===== src/vclsp_pkg.sv =====
// shared types, constants and derived frame timing for the client link and status ports
// no dependencies; used by the parser, the status pipeline and the top level
package vclsp_pkg;

    // frame timing
    localparam int unsigned FRAME_PERIOD    = 33367;
    localparam int unsigned LINES_PER_FRAME = 262;

    localparam int unsigned LINE_DIV      = (LINES_PER_FRAME == 0) ? 1 : LINES_PER_FRAME;
    localparam int unsigned LINE_LEN_RAW  = FRAME_PERIOD / LINE_DIV;
    localparam int unsigned LINE_LEN      = (LINE_LEN_RAW == 0) ? 1 : LINE_LEN_RAW;

    // reciprocal constants: quotient estimate is exact or one low
    localparam int unsigned FRAME_SHIFT = 31 + $clog2(FRAME_PERIOD);
    localparam int unsigned FRAME_QW    = 64 - FRAME_SHIFT;
    localparam logic [63:0] FRAME_RECIP_FULL = (64'd1 << FRAME_SHIFT) / 64'(FRAME_PERIOD);
    localparam logic [31:0] FRAME_RECIP = FRAME_RECIP_FULL[31:0];
    localparam logic [31:0] FRAME_LEN   = 32'(FRAME_PERIOD);
    localparam int unsigned REM_W       = $clog2(2 * FRAME_PERIOD);

    localparam int unsigned LINE_SHIFT = 31 + $clog2(LINE_LEN);
    localparam int unsigned LINE_QW    = 64 - LINE_SHIFT;
    localparam logic [63:0] LINE_RECIP_FULL = (64'd1 << LINE_SHIFT) / 64'(LINE_LEN);
    localparam logic [31:0] LINE_RECIP = LINE_RECIP_FULL[31:0];
    localparam logic [31:0] LINE_LEN_W = 32'(LINE_LEN);

    localparam logic [31:0] BLANK_CYCLES   = 32'd8000;
    localparam logic [7:0]  STATUS_ALL_SET = 8'hFF;
    localparam logic [7:0]  MASK_BLANK     = 8'h3F;
    localparam logic [7:0]  MASK_ODD_LINE  = 8'h7F;

    // item kinds on the input channel
    localparam logic OP_CLIENT_BYTE = 1'b0;
    localparam logic OP_PORT_READ   = 1'b1;

    // message kinds (high nibble of the first byte)
    localparam logic [3:0] MSG_JOY1    = 4'h1;
    localparam logic [3:0] MSG_JOY2    = 4'h2;
    localparam logic [3:0] MSG_KEY     = 4'h3;
    localparam logic [3:0] MSG_VSYNC   = 4'h4;
    localparam logic [3:0] MSG_VERSION = 4'hF;

    localparam logic [3:0]  VERSION_EXT_MIN     = 4'd2;
    localparam logic [15:0] OLD_CLIENT_FEATURES = 16'h000F;
    localparam int unsigned FEAT_VSYNC_BIT      = 3;

    // cpu ports
    localparam logic [7:0] PORT_STATUS    = 8'h0E;
    localparam logic [7:0] PORT_JOY_FIRST = 8'h18;
    localparam logic [7:0] PORT_JOY_LAST  = 8'h1C;
    localparam int unsigned JOY_PORTS     = 5;
    localparam int unsigned JOY_IDX_W     = $clog2(JOY_PORTS);
    localparam logic [7:0] JOY0_RESET     = 8'hFF;

    typedef enum logic [2:0] {
        PH_IDLE   = 3'd0,
        PH_JOY1_A = 3'd1,
        PH_JOY1_B = 3'd2,
        PH_JOY2_A = 3'd3,
        PH_JOY2_B = 3'd4,
        PH_KEY    = 3'd5,
        PH_VER_A  = 3'd6,
        PH_VER_B  = 3'd7
    } parse_phase_t;

    typedef struct packed {
        logic [7:0]  read_data;
        logic        key_valid;
        logic [7:0]  key_byte;
        logic [15:0] client_features;
        logic        version_known;
        logic [3:0]  client_version;
    } result_t;

    typedef struct packed {
        result_t     res;
        logic        is_status;
        logic        vsync_mode;
        logic [31:0] now;
        logic [31:0] diff;
    } pipe_item_t;

endpackage


===== src/video_client_link_and_status_ports.sv =====
// Client link and status ports of an emulated video card with a joystick board.
// Input channel s_*: one item is either a byte from the display client
// (s_tuser = 0) or a CPU input-port read (s_tuser = 1), with the cycle count.
// Client bytes run a message parser that fills five joystick bytes, forwards
// key bytes, takes the client version and feature word and stamps vsync.
// Port 0x0E reads frame/line status, ports 0x18 to 0x1C read the joystick bytes,
// any other port reads 0.
// Output channel m_*: exactly one result item per input item, in order.
// Throughput: one item per cycle unless m_tready stalls the output. An accepted
// item reaches m_tvalid through the six registers of the status path: input, frame
// quotient multiply, remainder, remainder correct, line quotient multiply and
// the output register.
// Parser state is updated at the edge that accepts a client byte.
// Reset (rst_n low) clears the pipeline, the parser to idle, joystick port 0
// to 0xFF and the other four to 0, and the version and feature state to 0.
// When m_tready is low the pipeline keeps filling; s_tready falls only once
// all six stages hold items, and rises again as soon as the output is taken.
// depends on vclsp_pkg, vclsp_parser and vclsp_status_pipe
module video_client_link_and_status_ports (
    input  logic        clk,
    input  logic        rst_n,
    input  logic        s_tvalid,
    output logic        s_tready,
    input  logic [47:0] s_tdata,   // rx_byte[7:0], port_number[15:8], cycle_now[47:16]
    input  logic [0:0]  s_tuser,   // operation[0]
    output logic        m_tvalid,
    input  logic        m_tready,
    output logic [39:0] m_tdata    // read_data[7:0], key_valid[8], key_byte[16:9],
                                   // client_features[32:17], version_known[33],
                                   // client_version[37:34], zero[39:38]
);
    import vclsp_pkg::*;

    logic       accept;
    pipe_item_t item;
    result_t    res;

    assign accept = s_tvalid && s_tready;

    vclsp_parser u_parser (
        .clk         (clk),
        .rst_n       (rst_n),
        .accept      (accept),
        .operation   (s_tuser[0]),
        .rx_byte     (s_tdata[7:0]),
        .port_number (s_tdata[15:8]),
        .cycle_now   (s_tdata[47:16]),
        .item        (item)
    );

    vclsp_status_pipe u_pipe (
        .clk       (clk),
        .rst_n     (rst_n),
        .in_valid  (s_tvalid),
        .in_ready  (s_tready),
        .in_item   (item),
        .out_valid (m_tvalid),
        .out_ready (m_tready),
        .out_res   (res)
    );

    assign m_tdata = {2'b00, res.client_version, res.version_known, res.client_features,
                      res.key_byte, res.key_valid, res.read_data};

endmodule


===== src/vclsp_parser.sv =====
// client message parser, joystick/version/vsync state and the direct part of port reads
// depends on vclsp_pkg
module vclsp_parser (
    input  logic                   clk,
    input  logic                   rst_n,
    input  logic                   accept,
    input  logic                   operation,
    input  logic [7:0]             rx_byte,
    input  logic [7:0]             port_number,
    input  logic [31:0]            cycle_now,
    output vclsp_pkg::pipe_item_t  item
);
    import vclsp_pkg::*;

    parse_phase_t phase_reg, phase_next;
    logic [7:0]   joy_reg [JOY_PORTS];
    logic [7:0]   joy_next [JOY_PORTS];
    logic [15:0]  feature_reg, feature_next;
    logic         vknown_reg, vknown_next;
    logic [3:0]   version_reg, version_next;
    logic [3:0]   pend_ver_reg, pend_ver_next;
    logic [7:0]   pend_low_reg, pend_low_next;
    logic [31:0]  vsync_reg, vsync_next;

    logic                 is_rx;
    logic                 key_hit;
    logic                 joy_hit;
    logic [JOY_IDX_W-1:0] joy_idx;

    assign is_rx = !operation;

    always_comb
    begin
        phase_next    = phase_reg;
        joy_next      = joy_reg;
        feature_next  = feature_reg;
        vknown_next   = vknown_reg;
        version_next  = version_reg;
        pend_ver_next = pend_ver_reg;
        pend_low_next = pend_low_reg;
        vsync_next    = vsync_reg;
        if (is_rx)
        begin
            unique case (phase_reg)
                PH_IDLE:
                begin
                    unique case (rx_byte[7:4])
                        MSG_JOY1:
                        begin
                            joy_next[0] = {joy_reg[0][7:4], rx_byte[3:0]};
                            phase_next  = PH_JOY1_A;
                        end
                        MSG_JOY2:
                        begin
                            joy_next[0] = {rx_byte[3:0], joy_reg[0][3:0]};
                            phase_next  = PH_JOY2_A;
                        end
                        MSG_KEY:
                        begin
                            phase_next = PH_KEY;
                        end
                        MSG_VSYNC:
                        begin
                            vsync_next = cycle_now;
                        end
                        MSG_VERSION:
                        begin
                            // old clients report no feature word
                            if (rx_byte[3:0] < VERSION_EXT_MIN)
                            begin
                                feature_next = OLD_CLIENT_FEATURES;
                                version_next = rx_byte[3:0];
                                vknown_next  = 1'b1;
                            end
                            else
                            begin
                                pend_ver_next = rx_byte[3:0];
                                phase_next    = PH_VER_A;
                            end
                        end
                        default:
                        begin
                            phase_next = PH_IDLE;
                        end
                    endcase
                end
                PH_JOY1_A:
                begin
                    joy_next[1] = rx_byte;
                    phase_next  = PH_JOY1_B;
                end
                PH_JOY1_B:
                begin
                    joy_next[2] = rx_byte;
                    phase_next  = PH_IDLE;
                end
                PH_JOY2_A:
                begin
                    joy_next[3] = rx_byte;
                    phase_next  = PH_JOY2_B;
                end
                PH_JOY2_B:
                begin
                    joy_next[4] = rx_byte;
                    phase_next  = PH_IDLE;
                end
                PH_KEY:
                begin
                    phase_next = PH_IDLE;
                end
                PH_VER_A:
                begin
                    pend_low_next = rx_byte;
                    phase_next    = PH_VER_B;
                end
                PH_VER_B:
                begin
                    feature_next = {rx_byte, pend_low_reg};
                    version_next = pend_ver_reg;
                    vknown_next  = 1'b1;
                    phase_next   = PH_IDLE;
                end
                default:
                begin
                    phase_next = PH_IDLE;
                end
            endcase
        end
    end

    always_ff @(posedge clk or negedge rst_n)
    begin
        if (!rst_n)
        begin
            phase_reg    <= PH_IDLE;
            joy_reg[0]   <= JOY0_RESET;
            for (int i = 1; i < JOY_PORTS; i++)
            begin
                joy_reg[i] <= 8'h00;
            end
            feature_reg  <= 16'h0000;
            vknown_reg   <= 1'b0;
            version_reg  <= 4'h0;
            pend_ver_reg <= 4'h0;
            pend_low_reg <= 8'h00;
            vsync_reg    <= 32'h0;
        end
        else if (accept)
        begin
            phase_reg    <= phase_next;
            joy_reg      <= joy_next;
            feature_reg  <= feature_next;
            vknown_reg   <= vknown_next;
            version_reg  <= version_next;
            pend_ver_reg <= pend_ver_next;
            pend_low_reg <= pend_low_next;
            vsync_reg    <= vsync_next;
        end
    end

    // item as it enters the status pipeline, with state as left by this item
    assign key_hit = is_rx && (phase_reg == PH_KEY);
    assign joy_hit = operation && (port_number >= PORT_JOY_FIRST)
                     && (port_number <= PORT_JOY_LAST);
    assign joy_idx = JOY_IDX_W'(port_number - PORT_JOY_FIRST);

    always_comb
    begin
        item.res.read_data       = joy_hit ? joy_reg[joy_idx] : 8'h00;
        item.res.key_valid       = key_hit;
        item.res.key_byte        = key_hit ? rx_byte : 8'h00;
        item.res.client_features = feature_next;
        item.res.version_known   = vknown_next;
        item.res.client_version  = version_next;
        item.is_status           = operation && (port_number == PORT_STATUS);
        item.vsync_mode          = feature_reg[FEAT_VSYNC_BIT];
        item.now                 = cycle_now;
        item.diff                = cycle_now - vsync_reg;
    end

`ifndef SYNTHESIS
    a_read_keeps_phase: assert property (@(posedge clk) disable iff (!rst_n)
        accept && operation |=> $stable(phase_reg))
        else $error("port read changed the parse phase");

    a_key_from_key_phase: assert property (@(posedge clk) disable iff (!rst_n)
        item.res.key_valid |-> !operation && phase_reg == PH_KEY)
        else $error("key forwarded outside the key phase");
`endif

endmodule


===== src/vclsp_status_pipe.sv =====
// pipeline that works out the frame/line status byte and carries every item to the output register
// depends on vclsp_pkg
module vclsp_status_pipe (
    input  logic                   clk,
    input  logic                   rst_n,
    input  logic                   in_valid,
    output logic                   in_ready,
    input  vclsp_pkg::pipe_item_t  in_item,
    output logic                   out_valid,
    input  logic                   out_ready,
    output vclsp_pkg::result_t     out_res
);
    import vclsp_pkg::*;

    // stage valids, each stage moves when empty or when the next one moves
    logic v1_reg, v2_reg, v3_reg, v4_reg, v5_reg, v6_reg;
    logic go1, go2, go3, go4, go5, go6;

    pipe_item_t i1_reg, i2_reg, i3_reg;
    result_t    res4_reg, res5_reg, res6_reg;
    logic       st4_reg, st5_reg;

    logic [63:0]         prod1;
    logic [FRAME_QW-1:0] q1_next, q1_reg;
    logic [31:0]         rem_wide;
    logic [REM_W-1:0]    rem_next, rem_reg;
    logic [REM_W-1:0]    rem_fixed;
    logic [31:0]         c_next, c4_reg, c5_reg;
    logic [63:0]         prod2;
    logic [LINE_QW-1:0]  q2_next, q2_reg;
    logic [31:0]         r2;
    logic                odd_line;
    logic [7:0]          status;
    result_t             res_next;

    assign go6 = !v6_reg || out_ready;
    assign go5 = !v5_reg || go6;
    assign go4 = !v4_reg || go5;
    assign go3 = !v3_reg || go4;
    assign go2 = !v2_reg || go3;
    assign go1 = !v1_reg || go2;
    assign in_ready = go1;

    always_ff @(posedge clk or negedge rst_n)
    begin
        if (!rst_n)
        begin
            v1_reg <= 1'b0;
            v2_reg <= 1'b0;
            v3_reg <= 1'b0;
            v4_reg <= 1'b0;
            v5_reg <= 1'b0;
            v6_reg <= 1'b0;
        end
        else
        begin
            if (go1)
            begin
                v1_reg <= in_valid;
            end
            if (go2)
            begin
                v2_reg <= v1_reg;
            end
            if (go3)
            begin
                v3_reg <= v2_reg;
            end
            if (go4)
            begin
                v4_reg <= v3_reg;
            end
            if (go5)
            begin
                v5_reg <= v4_reg;
            end
            if (go6)
            begin
                v6_reg <= v5_reg;
            end
        end
    end

    // frame quotient estimate, exact or one low
    assign prod1   = {32'h0, i1_reg.now} * {32'h0, FRAME_RECIP};
    assign q1_next = prod1[63:FRAME_SHIFT];

    // remainder before correction stays below twice the frame length
    assign rem_wide = i2_reg.now - 32'(q1_reg * FRAME_LEN);
    assign rem_next = rem_wide[REM_W-1:0];

    assign rem_fixed = (rem_reg >= REM_W'(FRAME_PERIOD))
                       ? rem_reg - REM_W'(FRAME_PERIOD) : rem_reg;
    assign c_next    = i3_reg.vsync_mode ? i3_reg.diff : 32'(rem_fixed);

    assign prod2   = {32'h0, c4_reg} * {32'h0, LINE_RECIP};
    assign q2_next = prod2[63:LINE_SHIFT];

    // line parity, with the one-low estimate corrected
    assign r2       = c5_reg - 32'(q2_reg * LINE_LEN_W);
    assign odd_line = q2_reg[0] ^ (r2 >= LINE_LEN_W);

    always_comb
    begin
        status = STATUS_ALL_SET;
        if (c5_reg < BLANK_CYCLES)
        begin
            status = status & MASK_BLANK;
        end
        if (odd_line)
        begin
            status = status & MASK_ODD_LINE;
        end
        res_next = res5_reg;
        if (st5_reg)
        begin
            res_next.read_data = status;
        end
    end

    always_ff @(posedge clk)
    begin
        if (go1)
        begin
            i1_reg <= in_item;
        end
        if (go2)
        begin
            i2_reg <= i1_reg;
            q1_reg <= q1_next;
        end
        if (go3)
        begin
            i3_reg  <= i2_reg;
            rem_reg <= rem_next;
        end
        if (go4)
        begin
            res4_reg <= i3_reg.res;
            st4_reg  <= i3_reg.is_status;
            c4_reg   <= c_next;
        end
        if (go5)
        begin
            res5_reg <= res4_reg;
            st5_reg  <= st4_reg;
            c5_reg   <= c4_reg;
            q2_reg   <= q2_next;
        end
        if (go6)
        begin
            res6_reg <= res_next;
        end
    end

    assign out_valid = v6_reg;
    assign out_res   = res6_reg;

`ifndef SYNTHESIS
    a_key_reads_zero: assert property (@(posedge clk) disable iff (!rst_n)
        out_valid && out_res.key_valid |-> out_res.read_data == 8'h00)
        else $error("key item carries port data");

    a_stage1_holds: assert property (@(posedge clk) disable iff (!rst_n)
        v1_reg && !go2 |=> v1_reg && $stable(i1_reg))
        else $error("stalled item lost in first stage");
`endif

endmodule

===== config.mk =====
export PLATFORM = sky130hd
export DESIGN_NAME = video_client_link_and_status_ports
export DESIGN_NICKNAME = d
export VERILOG_FILES = /design/src/vclsp_pkg.sv /design/src/video_client_link_and_status_ports.sv /design/src/vclsp_parser.sv /design/src/vclsp_status_pipe.sv
export SDC_FILE = /design/constraint.sdc
export NUM_CORES = 2
export LEC_CHECK = 0
export ABC_AREA = 1
export BUFFER_PORTS_ARGS = -buffer_cell sky130_fd_sc_hd__buf_2
export CORE_ASPECT_RATIO = 1.2
export CORE_UTILIZATION = 55
export DETAILED_ROUTE_END_ITERATION = 16
export HOLD_SLACK_MARGIN = 0.12
export PLACE_DENSITY = 0.71
export SLEW_MARGIN = 20
export SYNTH_ARGS = -nofsm -noshare
export SYNTH_HDL_FRONTEND = slang
export SYNTH_SLANG_ARGS = --single-unit

===== constraint.sdc =====
create_clock -name clk -period 10.12 [get_ports clk]
set_input_delay 0 -clock clk [delete_from_list [all_inputs] [get_ports clk]]
set_output_delay 0 -clock clk [all_outputs]
set_load 0.02 [all_outputs]

-- Word-level counts from Yosys, hierarchy flattened
Index checks and enable logic that the tools add are counted.
- bitwise logic cells: 6
- multipliers: 4
- $lt $le $gt $ge: 7
- reduce and logical (&&, ||, !) cells: 30
- $add $sub $neg: 5
- muxes and demuxes: 24
- equality and inequality tests: 15
- operators with widths (kind ; count):
    multiplier 32 x 32 -> 64 bit (second input constant) ; 1
    subtractor 32 bit ; 2
    multiplier 32 x 29 -> 61 bit (second input constant) ; 1
    2-to-1 mux 16 bit ; 3
    2-to-1 mux 8 bit ; 5
    2-to-1 mux 17 bit ; 2
    greater-or-equal comparator 32 x 7 -> 1 bit (second input constant) ; 1
    < comparator 32 x 13 -> 1 bit (second input constant) ; 1
    multiplier 26 x 7 -> 32 bit (second input constant) ; 1
    one-hot mux 16 bit (2 select lines) ; 1
    one-hot mux 3 bit (5 select lines) ; 2
    binary-select mux 8 bit (select 3 bit) ; 1
    greater-or-equal comparator 17 x 16 -> 1 bit (second input constant) ; 1
    multiplier 17 x 16 -> 17 bit (second input constant) ; 1
    subtractor 17 x 16 -> 17 bit (second input constant) ; 1
    subtractor 17 bit ; 1
    one-hot mux 8 bit (2 select lines) ; 1
    AND reduction 3 bit ; 5
    AND reduction 5 bit ; 3
    equality test 3 bit (second input constant) ; 4
    2-to-1 mux 4 bit ; 3
    equality test 4 x 2 -> 1 bit (second input constant) ; 2
    equality test 8 x 4 -> 1 bit (second input constant) ; 1
    greater-or-equal comparator 8 x 5 -> 1 bit (second input constant) ; 1
    other kinds (24) ; 46
- logic and storage cells: 165
- output and inout port bits: 42
- flip-flop bits (word level): 619
- input bits: 53

-- Longest topological paths before layout
- word-level depth: 9
- depth in mapped cells: 29

-- Cells and area by module
From an unflattened synthesis, not the netlist that was laid out.
- cell total of the unflattened synthesis: 5906
- area, all modules: 57492.6 µm²
- modules (own cells, without submodules) (module ; area an instance (µm²) ; seq. area each (µm²) ; times used ; cells each):
    vclsp_status_pipe ; 49796.5 ; 15314.7 ; 1 ; 4753
    vclsp_parser ; 7669.9 ; 2712.6 ; 1 ; 1148
    video_client_link_and_status_ports ; 26.3 ; 0.0 ; 1 ; 5

-- Worst setup path after synthesis
Ideal clock, no wire load.
- kind: reg2reg
- from: register u_pipe.v6_reg (netlist: u_pipe.out_valid)
- to: register u_pipe.i2_reg[0] (netlist name) (enable)
- buffers on the path: 0
- stages on the path, launching flop included: 12
- slack: 3391 ps
- period minus slack after synthesis: 6729 ps
- arrival: 6270 ps
- data required time: 9661 ps
- cells stage by stage: dfrtp_1 -> inv_1 -> nor2_1 -> inv_2 -> nor2_2 -> inv_2 -> nor2_2 -> inv_2 -> nor2_2 -> inv_2 -> nor2_4 -> inv_1
- word-level cells in the longest chain between the ends: 6
- ends and longest elaborated chain (element ; RTL line ; text):
    from (decl) ; vclsp_status_pipe.sv:16 ; logic v1_reg, v2_reg, v3_reg, v4_reg, v5_reg, v6_reg;
    from (signal assigned) ; vclsp_status_pipe.sv:79 ; v6_reg <= v5_reg;
    logical NOT 1 bit ; vclsp_status_pipe.sv:36 ; assign go6 = !v6_reg || out_ready;
    logical OR 1 bit ; vclsp_status_pipe.sv:36 ;
    net u_pipe.go6 ; vclsp_status_pipe.sv:17 ; logic go1, go2, go3, go4, go5, go6;
    logical OR 1 bit ; vclsp_status_pipe.sv:37 ; assign go5 = !v5_reg || go6;
    net u_pipe.go5 ; vclsp_status_pipe.sv:17 ;
    logical OR 1 bit ; vclsp_status_pipe.sv:38 ; assign go4 = !v4_reg || go5;
    net u_pipe.go4 ; vclsp_status_pipe.sv:17 ;
    logical OR 1 bit ; vclsp_status_pipe.sv:39 ; assign go3 = !v3_reg || go4;
    net u_pipe.go3 ; vclsp_status_pipe.sv:17 ;
    logical OR 1 bit ; vclsp_status_pipe.sv:40 ; assign go2 = !v2_reg || go3;
    net u_pipe.go2 ; vclsp_status_pipe.sv:17 ;
    to (signal assigned) ; vclsp_status_pipe.sv:129 ; i2_reg <= i1_reg;
    to (decl) ; vclsp_status_pipe.sv:19 ; pipe_item_t i1_reg, i2_reg, i3_reg;
The timed path passes the listed nets, and every way through them passes these cells.
A chain may end at the register's enable or synchronous reset.

-- Worst setup path after layout
- from: register u_pipe.i1_reg[46] (netlist name)
- to: register u_pipe.q1_reg[0], data pin
- word-level cells in the longest chain between the ends: 1
- ends and longest elaborated chain (element ; RTL line ; text):
    from (decl) ; vclsp_status_pipe.sv:19 ;
    from (signal assigned) ; vclsp_status_pipe.sv:125 ; i1_reg <= in_item;
    multiplier 32 x 32 -> 64 bit ; vclsp_status_pipe.sv:85 ; assign prod1 = {32'h0, i1_reg.now} * {32'h0, FRAME_RECIP};
    net u_pipe.prod1[47] ; vclsp_status_pipe.sv:23 ; logic [63:0] prod1;
    to (signal assigned) ; vclsp_status_pipe.sv:130 ; q1_reg <= q1_next;
    to (decl) ; vclsp_status_pipe.sv:24 ; logic [FRAME_QW-1:0] q1_next, q1_reg;
The timed path passes the listed nets, and every way through them passes these cells.

==> impl_results.md <==
* Outcome: finished, final reports clean
* Total Neg Setup Slack at 0 ns
* Share of cells above drive strength 1 at around 4.7%
* Post-route DRC violation count at 0
* Syn Inst Count at approximately 5600
* Buf/Inv on CP at 6
* Post-synth EDFFs at slightly above 500
* TritonCTS Buffers at 60
* # resized after CTS at 0
* Worst rel slew slack at between 30% and 40%
* Syn Area/Cell at 10.0 µm²
* Final setup violation count at 0
* Via Count at 38603
* Clock root buffer: clkbuf_16
* Worst path max stage delay at between 0.6 and 0.7 ns
* Via/cell ratio at between 5 and 6
* Clk Latency, worst-skew pair at between 0.6 and 0.7 ns
* Number of H-tree levels at 2
* Count of final hold-check violations at 0
* Max reg flops at 104
* Rows at approximately 130
* Io pins at 95
* Cts hold-fix bufs at 73
* RSZ-0062 raised after global routing: false
* Global-route wire length before repair at approximately 230000 µm
* Async set or reset register ratio after synthesis at 18.4%
* CTS tree: built
* Setup Fix Bufs, Post-CTS at 0
* Arr. time, crit path at 7.95 ns
* Largest net degree at the start of global routing at 73
* Sequential fraction of the synthesis area at roughly a third
* Path category of the worst min-delay check: in2reg
* Startpoint Class: flop
* #FFs+latches synth at 619
* Critical path's most frequent cell: fa_1
* CP endpoint kind: flop
* Grt total ovfl at 0
* GPL Wtd Cong at just over 1
* Period Utilization, post-route at between 70% and 80%
* DR iter-0 viols at between 2000 and 3000
* Routed Antenna Nets at 0
* Setup CP Type: reg2reg
* Clk_skew at slightly above 0.07 ns
* Nets at just over 7000
* DR WL/cell at approximately 21 µm
* Die Width at between 200 and 300 µm
* Synth warnings at 0
* CP Max Fanout at 6
* Max-capacitance violation count at 0
* Antenna violations before repair at 1
* Die height at 353 µm
* IO buf count at 92
* Yosys cell types at 60
* Worst endpoint required time at approximately 11 ns
* Clock Path Buffers at 3
* CTS clock-pin slew for the worst setup and hold paths at around 0.07 ns
* Die area at around 100000 µm²
* Setup slack, reg-to-reg at around 2.7 ns
* Total Wirelength at around 150000 µm
* Initial Util at ~56%
* Delay-heaviest family, CP: adder cells
* CP max stage cell: edfxtp_1
* P&R area growth vs syn at 8.75%
* Clock Sinks at around 620
* Slew @ Worst Pin at 1.04 ns
* F_max at approximately 0.13 GHz
* GRT Total Usage at between 20 and 30%
* Cell Chain, Critical Path: inv_1 > fa_1 > inv_1 > fa_1 > inv_1 > fa_1 > inv_1 > ha_1 > inv_1 > fa_1 > fa_1 > inv_1 > fa_1 > fa_1 > ha_1 > nand2_1 > o21ai_0 > a21oi_1 > o31ai_1 > nor2_1 > o21ai_0 > xor2_1
* Synth Cell Area at between 50000 and 60000 µm²
* Post-DP HPWL at between 100000 and 150000 µm
* Core area at 102000 µm²
* Minimum clock period at between 7 and 8 ns
* Main synth FF type: edfxtp_1
* Max-slew violations at 0
* Number of global-route vias before repair at just over 40000
* DRT Pass-1 Iters at 5
==> cell type report <==
class	count	area (µm²)
Inverter	1531	5760
Fill cell	8534	40100
Clock buffer	69	1570
Multi-Input combinational cell	3467	32600
Clock inverter	44	604
Sequential cell	619	18000
Timing Repair Buffer	174	1280
Tap cell	1365	1710
Antenna cell	2	5.00
==> worst paths after layout <==
path                            cells past startpoint                            endpoint                        start
worst min-delay path                                4           u_pipe.v1_reg$_DFFE_PN0N_                     s_tvalid
max in group asynchronous                           4  u_parser.vsync_reg[19]$_DFFE_PN0P_                        rst_n
min in group asynchronous                           3    u_parser.joy_reg[38]$_DFFE_PN1P_                        rst_n
worst max register to register                     22          u_pipe.q1_reg[0]$_DFFE_PP_  u_pipe.i1_reg[46]$_DFFE_PN_
worst min register to register                      0         u_pipe.i2_reg[13]$_DFFE_PP_  u_pipe.i1_reg[13]$_DFFE_PN_
worst max-delay path                               22          u_pipe.q1_reg[0]$_DFFE_PP_  u_pipe.i1_reg[46]$_DFFE_PN_
==> tightest hold or removal path: cells and delay by family <==
family	cells	cell delay [ns]
buf+inv	2	0.64
simple gates	2	0.14
==> metrics by stage <==
stage	instances	instance area, µm²	hold slack, ns	util (%)	worst slack [ns]
final	7271	61600	0.161	60.5	2.65
after global routing	7270	61600	0.153	60.5	2.44
after CTS	7269	61600	0.121	60.5	2.71
after detailed placement	7083	58600	0.111	57.7	2.74
after global placement	7083	58600	0.114	57.7	2.70
after floorplan	5649	56600	-0.296	-	3.39
==> placed cells by master, fill, tap and decap left out, drive strengths merged, types with 3 or more instances in the layout <==
cell type and instances:
inv 1535, nand2 743, fa 706, ha 641, edfxtp 505, nor2 347, a21oi 267, o21ai 233
nand3 116, dfrtp 106, buf 102, xor2 74, dlygate4sd3 72, clkbuf 69, xnor2 47, o21a 38
a21o 33, nand4 31, nor3 31, a31oi 27, clkinv 24, nor4 17, o21bai 15, o22ai 13
or2 12, bufinv 11, a21boi 11, o211ai 10, a211oi 10, a311oi 9, nand3b 8, dfstp 8
o31ai 5, and3 5, clkinvlp 5, a221oi 3, o2111ai 3, and2 3
==> synthesized netlist by cell type (29+ instances only) <==
cell / n / area share (%)
a21o_1: 33 / 0.44
a21oi_1: 240 / 2.1
dfrtp_1: 106 / 4.7
edfxtp_1: 505 / 27
fa_1: 706 / 25
ha_1: 641 / 14
inv_1: 1523 / 10
nand2_1: 739 / 4.9
nand3_1: 115 / 1.0
nand4_1: 31 / 0.34
nor2_1: 338 / 2.2
nor3_1: 29 / 0.26
o21a_1: 38 / 0.50
o21ai_0: 211 / 1.9
xnor2_1: 47 / 0.73
xor2_1: 74 / 1.1
==> cell families after synthesis <==
logic type,synth area share (%)
AOI/OAI and AO/OA,6.98
buffers and inverters,10.5
xor gates and xnor gates,1.87
adders and majority gates,39.1
other,0.00662
DFF,31.8
and+or+nand+nor,9.59
muxes,0.0199
==> layer usage <==
metal	GRT usage [%]	share of wire [%]	vias up
met3	3.38	4.8	355
met4	15.7	6.1	0
met5	0	0	-
li1	-	-	18151
met2	51.6	49	1188
met1	37.1	40	18909
Power is left out: the tool's default activity adds up to more than one toggle a clock period on the data nets, which glitch-free logic cannot reach.
